<file path="config.mk">
export PLATFORM = sky130hd
export DESIGN_NAME = deadline_timer_queue
export DESIGN_NICKNAME = d
export VERILOG_FILES = /design/src/hw/rtl/dtq_pkg.sv /design/src/hw/rtl/dtq_ram.sv /design/src/hw/rtl/dtq_select.sv /design/src/hw/rtl/deadline_timer_queue.sv
export SDC_FILE = /design/constraint.sdc
export NUM_CORES = 2
export LEC_CHECK = 0
export ABC_AREA = 1
export BUFFER_PORTS_ARGS = -buffer_cell sky130_fd_sc_hd__clkbuf_2
export CORE_MARGIN = 2
export CORE_UTILIZATION = 40
export DETAILED_ROUTE_END_ITERATION = 7
export SYNTH_ARGS = -nofsm -noshare
export SYNTH_HDL_FRONTEND = slang
export SYNTH_SLANG_ARGS = --single-unit
export TNS_END_PERCENT = 1
</file>
<file path="constraint.sdc">
create_clock -name i_clk -period 17.9 [get_ports i_clk]
set_clock_uncertainty 0.05 [all_clocks]
set_input_delay 0.895 -clock i_clk [delete_from_list [all_inputs] [get_ports i_clk]]
set_output_delay 0.895 -clock i_clk [all_outputs]
set_load 0.02 [all_outputs]
</file>
<file path="src/hw/rtl/dtq_pkg.sv">
// Shared types, codes and field widths of the deadline timer queue.
package dtq_pkg;

    localparam int DEF_TIMER_SLOTS = 16;
    localparam int DEF_TIME_BITS   = 32;

    localparam int ACT_W      = 2;
    localparam int DLY_W      = 31;
    localparam int TID_W      = 4;
    localparam int STATUS_W   = 3;
    localparam int RID_W      = 4;
    localparam int IN_DATA_W  = 40;
    localparam int OUT_DATA_W = 8;
    localparam int OUT_PAD_W  = OUT_DATA_W - STATUS_W - RID_W;

    localparam logic [ACT_W-1:0] ACT_ADD    = 2'd0;
    localparam logic [ACT_W-1:0] ACT_CANCEL = 2'd1;
    localparam logic [ACT_W-1:0] ACT_TICK   = 2'd2;

    typedef enum logic [STATUS_W-1:0] {
        STAT_ADDED     = 3'd0,
        STAT_FULL      = 3'd1,
        STAT_CANCELLED = 3'd2,
        STAT_NO_ID     = 3'd3,
        STAT_FIRED     = 3'd4
    } t_status;

    // Control that travels with one slot entry read back during a scan.
    typedef struct packed {
        logic vld;
        logic first;
        logic active;
        logic due;
    } t_ev_ctl;

endpackage

</file>
<file path="src/hw/rtl/dtq_ram.sv">
// Generic single-write, single-read synchronous RAM with registered read data.
module dtq_ram #(
    parameter int WIDTH = 8,
    parameter int DEPTH = 16
) (
    input  logic                     i_clk,
    input  logic                     i_we,
    input  logic [$clog2(DEPTH)-1:0] i_waddr,
    input  logic [WIDTH-1:0]         i_wdata,
    input  logic [$clog2(DEPTH)-1:0] i_raddr,
    output logic [WIDTH-1:0]         o_rdata
);

    logic [WIDTH-1:0] r_mem [DEPTH];
    logic [WIDTH-1:0] r_rdata;

    always_ff @(posedge i_clk) begin
        if (i_we) begin
            r_mem[i_waddr] <= i_wdata;
        end
        r_rdata <= r_mem[i_raddr];
    end

    assign o_rdata = r_rdata;

endmodule

</file>
<file path="src/hw/rtl/dtq_select.sv">
// Due test and oldest-deadline selection over the slot entries streamed by a scan.
module dtq_select #(
    parameter int TIMER_SLOTS = dtq_pkg::DEF_TIMER_SLOTS,
    parameter int TIME_BITS   = dtq_pkg::DEF_TIME_BITS
) (
    input  logic                                      i_clk,
    input  logic                                      i_rst_n,
    input  logic                                      i_clr,
    input  dtq_pkg::t_ev_ctl                          i_ctl,
    input  logic [$clog2(TIMER_SLOTS)-1:0]            i_idx,
    input  logic [TIME_BITS+dtq_pkg::DLY_W:0]         i_word,
    input  logic [TIME_BITS-1:0]                      i_time,
    output logic                                      o_cand,
    output logic                                      o_best_vld,
    output logic [$clog2(TIMER_SLOTS)-1:0]            o_best_idx,
    output logic [dtq_pkg::DLY_W-1:0]                 o_best_per,
    output logic                                      o_best_rep
);
    import dtq_pkg::*;

    localparam int IDX_W  = $clog2(TIMER_SLOTS);
    localparam int WORD_W = TIME_BITS + DLY_W + 1;

    logic [TIME_BITS-1:0] w_deadline;
    logic [TIME_BITS-1:0] w_age;
    logic                 w_take;

    logic                 r_vld;
    logic [IDX_W-1:0]     r_idx;
    logic [TIME_BITS-1:0] r_age;
    logic [DLY_W-1:0]     r_per;
    logic                 r_rep;

    assign w_deadline = i_word[TIME_BITS-1:0];
    assign w_age      = i_time - w_deadline;
    // First pass decides who is due; later passes reuse the due bits.
    assign o_cand     = i_ctl.first ? (i_ctl.active && !w_age[TIME_BITS-1]) : i_ctl.due;
    // Strict compare keeps the lower id on equal age, since ids arrive in order.
    assign w_take     = i_ctl.vld && o_cand && (!r_vld || (w_age > r_age));

    always_ff @(posedge i_clk) begin
        if (!i_rst_n) begin
            r_vld <= 1'b0;
        end else if (i_clr) begin
            r_vld <= 1'b0;
        end else if (w_take) begin
            r_vld <= 1'b1;
            r_idx <= i_idx;
            r_age <= w_age;
            r_per <= i_word[TIME_BITS +: DLY_W];
            r_rep <= i_word[WORD_W-1];
        end
    end

    assign o_best_vld = r_vld;
    assign o_best_idx = r_idx;
    assign o_best_per = r_per;
    assign o_best_rep = r_rep;

endmodule

</file>
<file path="src/hw/rtl/deadline_timer_queue.sv">
// Top level of the deadline timer queue: request decode, slot bits, scan sequencer, output.
//
// A table of TIMER_SLOTS timers against a TIME_BITS-bit tick counter. Requests carry the
// action in tuser: add takes the lowest free slot and answers with its id (or table full),
// cancel frees a slot by id, tick advances time by one and reports every due timer, oldest
// deadline first and lower id first on a tie, re-arming periodic ones. Deadline, period and
// repeat mark of each slot live in one RAM with one read port, so a tick is worked as scans
// of the whole table: each scan issues the reads, waits on the registered read data, selects
// and updates, and one scan is run per fired timer (at least one per tick), each fired timer
// then passing the result stage, which waits while the output register is full. A new
// request is taken while the last result still waits in the output register.
module deadline_timer_queue #(
    parameter int TIMER_SLOTS = dtq_pkg::DEF_TIMER_SLOTS,
    parameter int TIME_BITS   = dtq_pkg::DEF_TIME_BITS
) (
    input  logic                               i_clk,
    input  logic                               i_rst_n,
    input  logic                               s_axis_tvalid,
    output logic                               s_axis_tready,
    // [30:0] delay, [31] periodic, [35:32] timer_id, [39:36] zero
    input  logic [dtq_pkg::IN_DATA_W-1:0]      s_axis_tdata,
    // [1:0] action
    input  logic [dtq_pkg::ACT_W-1:0]          s_axis_tuser,
    output logic                               m_axis_tvalid,
    input  logic                               m_axis_tready,
    // [2:0] status, [6:3] result_id, [7] zero
    output logic [dtq_pkg::OUT_DATA_W-1:0]     m_axis_tdata,
    output logic                               m_axis_tlast
);
    import dtq_pkg::*;

    localparam int IDX_W  = $clog2(TIMER_SLOTS);
    localparam int WORD_W = TIME_BITS + DLY_W + 1;
    localparam int EXT_W  = (TIME_BITS > DLY_W) ? TIME_BITS : DLY_W;
    localparam logic [EXT_W-1:0] HALF_M1   = EXT_W'({(TIME_BITS-1){1'b1}});
    localparam logic [IDX_W-1:0] LAST_SLOT = IDX_W'(TIMER_SLOTS - 1);

    typedef enum logic [1:0] {S_IDLE, S_SCAN, S_FIN, S_RESULT} t_state;

    t_state                 r_state;
    logic [TIME_BITS-1:0]   r_time;
    logic [TIMER_SLOTS-1:0] r_active;
    logic [TIMER_SLOTS-1:0] r_due;
    logic [IDX_W-1:0]       r_iss;
    logic                   r_issuing;
    logic                   r_first;
    logic                   r_ev_vld;
    logic [IDX_W-1:0]       r_ev_idx;
    t_status                r_res_status;
    logic [RID_W-1:0]       r_res_id;
    logic                   r_res_last;
    logic                   r_out_vld;
    t_status                r_out_status;
    logic [RID_W-1:0]       r_out_id;
    logic                   r_out_last;

    logic [DLY_W-1:0]       w_delay;
    logic                   w_periodic;
    logic [TID_W-1:0]       w_tid;
    logic [ACT_W-1:0]       w_action;
    logic                   w_accept;
    logic                   w_free_vld;
    logic [IDX_W-1:0]       w_free_idx;
    logic [EXT_W-1:0]       w_dext;
    logic                   w_tid_ok;
    logic                   w_we;
    logic [IDX_W-1:0]       w_waddr;
    logic [WORD_W-1:0]      w_wdata;
    logic [WORD_W-1:0]      w_rdata;
    logic                   w_out_free;
    logic                   w_scan_go;
    logic                   w_last_ev;
    logic [TIMER_SLOTS-1:0] w_rest;
    t_ev_ctl                w_ctl;
    logic                   w_cand;
    logic                   w_best_vld;
    logic [IDX_W-1:0]       w_best_idx;
    logic [DLY_W-1:0]       w_best_per;
    logic                   w_best_rep;

    assign w_delay    = s_axis_tdata[DLY_W-1:0];
    assign w_periodic = s_axis_tdata[DLY_W];
    assign w_tid      = s_axis_tdata[DLY_W+1 +: TID_W];
    assign w_action   = s_axis_tuser;

    assign s_axis_tready = (r_state == S_IDLE);
    assign w_accept      = s_axis_tvalid && s_axis_tready;
    assign w_out_free    = !r_out_vld || m_axis_tready;

    // Lowest free slot.
    always_comb begin
        w_free_vld = 1'b0;
        w_free_idx = '0;
        for (int s = TIMER_SLOTS - 1; s >= 0; s--) begin
            if (!r_active[s]) begin
                w_free_vld = 1'b1;
                w_free_idx = IDX_W'(s);
            end
        end
    end

    // Force delay into 1 .. 2^(TIME_BITS-1)-1.
    always_comb begin
        w_dext = EXT_W'(w_delay);
        if (w_dext == '0) begin
            w_dext = EXT_W'(1);
        end
        if (w_dext > HALF_M1) begin
            w_dext = HALF_M1;
        end
    end

    assign w_tid_ok = (32'(w_tid) < 32'(TIMER_SLOTS)) && r_active[IDX_W'(w_tid)];

    always_comb begin
        w_we    = 1'b0;
        w_waddr = w_free_idx;
        w_wdata = {w_periodic, w_dext[DLY_W-1:0], r_time + w_dext[TIME_BITS-1:0]};
        if (r_state == S_IDLE) begin
            w_we = w_accept && (w_action == ACT_ADD) && w_free_vld;
        end else if (r_state == S_FIN) begin
            // Re-arm a fired periodic timer from the new time.
            w_we    = w_best_vld && w_best_rep;
            w_waddr = w_best_idx;
            w_wdata = {1'b1, w_best_per, r_time + TIME_BITS'(w_best_per)};
        end
    end

    assign w_scan_go = ((r_state == S_IDLE) && w_accept && (w_action == ACT_TICK)) ||
                       ((r_state == S_RESULT) && w_out_free && !r_res_last);
    assign w_last_ev = r_ev_vld && (r_ev_idx == LAST_SLOT);
    assign w_rest    = r_due & ~(TIMER_SLOTS'(1) << w_best_idx);

    assign w_ctl.vld    = r_ev_vld;
    assign w_ctl.first  = r_first;
    assign w_ctl.active = r_active[r_ev_idx];
    assign w_ctl.due    = r_due[r_ev_idx];

    dtq_ram #(
        .WIDTH (WORD_W),
        .DEPTH (TIMER_SLOTS)
    ) u_slot_ram (
        .i_clk   (i_clk),
        .i_we    (w_we),
        .i_waddr (w_waddr),
        .i_wdata (w_wdata),
        .i_raddr (r_iss),
        .o_rdata (w_rdata)
    );

    dtq_select #(
        .TIMER_SLOTS (TIMER_SLOTS),
        .TIME_BITS   (TIME_BITS)
    ) u_select (
        .i_clk      (i_clk),
        .i_rst_n    (i_rst_n),
        .i_clr      (w_scan_go),
        .i_ctl      (w_ctl),
        .i_idx      (r_ev_idx),
        .i_word     (w_rdata),
        .i_time     (r_time),
        .o_cand     (w_cand),
        .o_best_vld (w_best_vld),
        .o_best_idx (w_best_idx),
        .o_best_per (w_best_per),
        .o_best_rep (w_best_rep)
    );

    always_ff @(posedge i_clk) begin
        if (!i_rst_n) begin
            r_state   <= S_IDLE;
            r_time    <= '0;
            r_active  <= '0;
            r_due     <= '0;
            r_issuing <= 1'b0;
            r_ev_vld  <= 1'b0;
            r_out_vld <= 1'b0;
        end else begin
            // The result stage reloads the output register itself.
            if (r_out_vld && m_axis_tready && (r_state != S_RESULT)) begin
                r_out_vld <= 1'b0;
            end

            // Read issue and evaluate stage of a scan.
            r_ev_vld <= r_issuing;
            r_ev_idx <= r_iss;
            if (r_issuing) begin
                if (r_iss == LAST_SLOT) begin
                    r_issuing <= 1'b0;
                end else begin
                    r_iss <= r_iss + 1'b1;
                end
            end
            if (r_ev_vld) begin
                r_due[r_ev_idx] <= w_cand;
            end

            unique case (r_state)
                S_IDLE: begin
                    if (w_accept) begin
                        case (w_action)
                            ACT_ADD: begin
                                r_res_last <= 1'b1;
                                r_state    <= S_RESULT;
                                if (w_free_vld) begin
                                    r_active[w_free_idx] <= 1'b1;
                                    r_res_status <= STAT_ADDED;
                                    r_res_id     <= RID_W'(w_free_idx);
                                end else begin
                                    r_res_status <= STAT_FULL;
                                    r_res_id     <= '0;
                                end
                            end
                            ACT_CANCEL: begin
                                r_res_last <= 1'b1;
                                r_res_id   <= w_tid;
                                r_state    <= S_RESULT;
                                if (w_tid_ok) begin
                                    r_active[IDX_W'(w_tid)] <= 1'b0;
                                    r_res_status <= STAT_CANCELLED;
                                end else begin
                                    r_res_status <= STAT_NO_ID;
                                end
                            end
                            ACT_TICK: begin
                                r_time    <= r_time + 1'b1;
                                r_iss     <= '0;
                                r_issuing <= 1'b1;
                                r_first   <= 1'b1;
                                r_state   <= S_SCAN;
                            end
                            default: begin
                                r_state <= S_IDLE;
                            end
                        endcase
                    end
                end
                S_SCAN: begin
                    if (w_last_ev) begin
                        r_state <= S_FIN;
                    end
                end
                S_FIN: begin
                    if (w_best_vld) begin
                        r_due[w_best_idx] <= 1'b0;
                        if (!w_best_rep) begin
                            r_active[w_best_idx] <= 1'b0;
                        end
                        r_res_status <= STAT_FIRED;
                        r_res_id     <= RID_W'(w_best_idx);
                        r_res_last   <= (w_rest == '0);
                        r_state      <= S_RESULT;
                    end else begin
                        r_state <= S_IDLE;
                    end
                end
                S_RESULT: begin
                    if (w_out_free) begin
                        r_out_vld    <= 1'b1;
                        r_out_status <= r_res_status;
                        r_out_id     <= r_res_id;
                        r_out_last   <= r_res_last;
                        if (r_res_last) begin
                            r_state <= S_IDLE;
                        end else begin
                            // Next scan picks the next oldest due timer.
                            r_iss     <= '0;
                            r_issuing <= 1'b1;
                            r_first   <= 1'b0;
                            r_state   <= S_SCAN;
                        end
                    end
                end
                default: begin
                    r_state <= S_IDLE;
                end
            endcase
        end
    end

    assign m_axis_tvalid = r_out_vld;
    assign m_axis_tdata  = {{OUT_PAD_W{1'b0}}, r_out_id, r_out_status};
    assign m_axis_tlast  = r_out_last;

    a_ev_in_scan: assert property (@(posedge i_clk) disable iff (!i_rst_n)
        r_ev_vld |-> (r_state == S_SCAN))
        else $error("scan read data outside a scan");

    a_idle_no_due: assert property (@(posedge i_clk) disable iff (!i_rst_n)
        (r_state == S_IDLE) |-> (r_due == '0))
        else $error("due timers left behind at end of tick");

    a_due_active: assert property (@(posedge i_clk) disable iff (!i_rst_n)
        (r_due & ~r_active) == '0)
        else $error("due bit set on an inactive slot");

    a_more_due: assert property (@(posedge i_clk) disable iff (!i_rst_n)
        ((r_state == S_RESULT) && !r_res_last) |-> (r_due != '0))
        else $error("further scan requested with nothing due");

    a_rescan_finds: assert property (@(posedge i_clk) disable iff (!i_rst_n)
        ((r_state == S_FIN) && !r_first) |-> w_best_vld)
        else $error("later scan found no due timer");

endmodule

</file>
==> metrics.txt <==
row count=135; GRT Util Overall=21.6%; via count=38200; Routed Antenna Nets=0; FF+latch count, synth=1251; multi-input logic area=16600 um2; CP Data Required Time=18.22 ns; Synth area leaders=edfxtp_1, o21ai_0, nor2_1; max cap viols=0; Syn. warnings=0; sequential-to-total area share from yosys stat=66.0%; first-pass detailed-route iteration total=6; Max clock buf depth=3; largest net degree at the start of global routing=183; area share of the largest cell type after synthesis=61.1%; vias in the first global route=36700; CTS Buf Count=133; Initial DRC Count=3988; antenna violations before repair=3; Synth Net Count=5072; outcome=finished, final reports clean; Fmax=0.158 GHz; GP Congestion=0.952; DRC=0; worst-path fanout max=42; first-pass GRT wire length=230000 um; layout cells sized above 1=7.74%; CP startpoint kind=flip-flop; slew of the pin with the lowest slew margin=1.29 ns; post-CTS repair timing setup buffer count=0; Syn Std Cell Area=54900 um2; placed cell count=6511; DP Wirelength=87300 um; setup slack, reg-to-reg=11.57 ns; Initial Util=40.4%; vias per cell=5.65; Pwr Density=138 nW/um2; CTS H-tree depth=4; leakage power=21.3 nW; Cells after Synth=4892; post-synth cell types=60; fin crit share=35.3%; hold path depth=0; Clock Latency Late Sink=0.76 ns; clk slew on worst S/H paths=0.06 ns; max-slew violation count=0; HP Class=flip-flop to flip-flop; Final Cell Area=61500 um2; R2R cell count=23; Die Wd=375 um; Setup Crit Path Kind=flip-flop to flip-flop; register area=36200 um2; CP Launch Point=r_time[0]; I/O Pins=57; core area=136000 um2; grt ovf=0; endpoints failing setup=0; unrepaired setup endpoints after global routing=false; Die H=375 um; most common cell after layout, fill and taps aside=edfxtp_1; Post-CTS Hold Fix Bufs=0; Arrival @ worst endpoint=6.65 ns; Crit. End Element=flip-flop; CTS tree=yes; Total Nets Final=5045; Slew HR=13.8%; endpoints failing hold=0; CTS resizes=0; dominant cell type by area after synthesis=edfxtp_1; commonest cells after routing, fill and taps aside=edfxtp_1, nor2_1, o21ai_0; Die ar.=140000 um2; Fillers=12500; Area after DPL=57000 um2; Final min period=6.33 ns; Critical R2R Launch=r_time[0]; hold wc startpoint=u_slot_ram.o_rdata[34]; clock root buffer=clkbuf_16; WL/cell=22.9 um; number of port buffers=51; Post-Syn Area per Cell=11.2 um2; Syn-to-layout area delta=12.0%; CTS sink count=1251; worst vdd ir=0.101 mV; TNS Setup=0 ns; Non-Filler Instances=6758; total wire length=155000 um
## sequential cells by signal, indices dropped and copies added, names as in the netlist, 2 cells and up
signal and count:
r_active 16, r_due 16, r_ev_idx 4, r_iss 4, r_out_id 4, r_out_status 3
r_res_id 4, r_res_status 3, r_state 2, r_time 32, u_select.o_best_idx 4, u_select.o_best_per 31
u_select.r_age 32, u_slot_ram.o_rdata 64, u_slot_ram.r_mem 1024
## cell usage after synthesis (all sizes together)
library cell	number
a2111oi	2
a211oi	20
a21boi	8
a21o	15
a21oi	216
a221oi	5
a22oi	5
a31oi	5
a32oi	1
buf	35
clkbuf	243
clkinv	2
conb	1
dfxtp	134
edfxtp	1117
fa	3
ha	131
inv	306
mux2i	1
nand2	518
nand3	146
nand3b	3
nand4	28
nor2	736
nor3	52
nor4	19
o2111ai	2
o211ai	86
o21a	9
o21ai	667
o21bai	16
o221ai	183
o22ai	99
o311ai	2
o31ai	6
o41ai	2
or2	17
or3	1
or3b	1
xnor2	17
xor2	32
## per-layer routing
metal | wire, um | up-vias | track usage [%]
met5 | 19 | - | 0
met4 | 3690 | 4 | 6.39
met3 | 10700 | 238 | 3.79
met2 | 71700 | 1328 | 34.4
met1 | 68400 | 18800 | 30.1
li1 | - | 17800 | -
## where the power goes
| part | internal [mW] | leakage, nW | switching (mW) |
|---|---|---|---|
| Sequential | 3.52 | 11.2 | 0.0890 |
| Combinational | 0.548 | 7.97 | 1.50 |
| Clock | 1.67 | 2.20 | 1.16 |
## area by class of cell
type / instances / share of cell area, %
tap: 1781 / 3.62
clock inverter: 62 / 1.27
antenna: 1 / 0.00407
inverter: 308 / 1.91
multi-input combinational: 3055 / 27.0
timing repair buffer: 116 / 1.25
sequential: 1251 / 58.9
clock buffer: 184 / 6.10
## metrics by stage
stage	total power [mW]	util, %	setup slack, ns	hold WS [ns]
after global routing	8.88	45.3	11.02	0.354
after CTS	8.53	45.3	11.50	0.347
final	8.49	45.3	11.57	0.350
after detailed placement	5.70	42.0	11.53	0.339
after floorplan	5.02	-	11.17	0.336
after global placement	5.67	42.0	11.63	0.338
## final timing paths
check	endpoint
worst max-delay path	u_select.o_best_per[13]
worst min-delay path	u_select.o_best_per[2]
worst max register to register	u_select.o_best_per[13]
worst min register to register	u_select.o_best_per[2]
## critical path, stage by stage, from the launching register on
cell and delay, ns:
dfxtp_1 0.45, inv_1 0.12, ha_1 0.24, fa_1 0.41, o21ai_1 0.24, a21oi_1 0.14
o21ai_1 0.39, nand3_1 0.12, nand3_1 0.15, nand3_1 0.09, nand2_1 0.13, nand2_1 0.06
nand3_1 0.08, xor2_1 0.27, ha_1 0.17, nand2_1 0.05, nor2_1 0.15, nand4_1 0.14
nor4_1 0.38, o21ai_0 0.17, o211ai_1 0.13, a21boi_0 0.17, nor2_4 0.80, buf_4 0.72
## kinds of logic after synthesis
family                     Yosys count  synth area share (%)
and+or+nand+nor                   1521                  11.4
AOI/OAI and AO/OA                 1349                  14.7
DFF                               1251                  66.0
buffers and inverters              586                  4.05
adders and majority gates          134                  3.09
xor gates and xnor gates            49                 0.782
other                                1               0.00683
muxes                                1                0.0182
No activity file was read; power rests on OpenSTA's default activity.
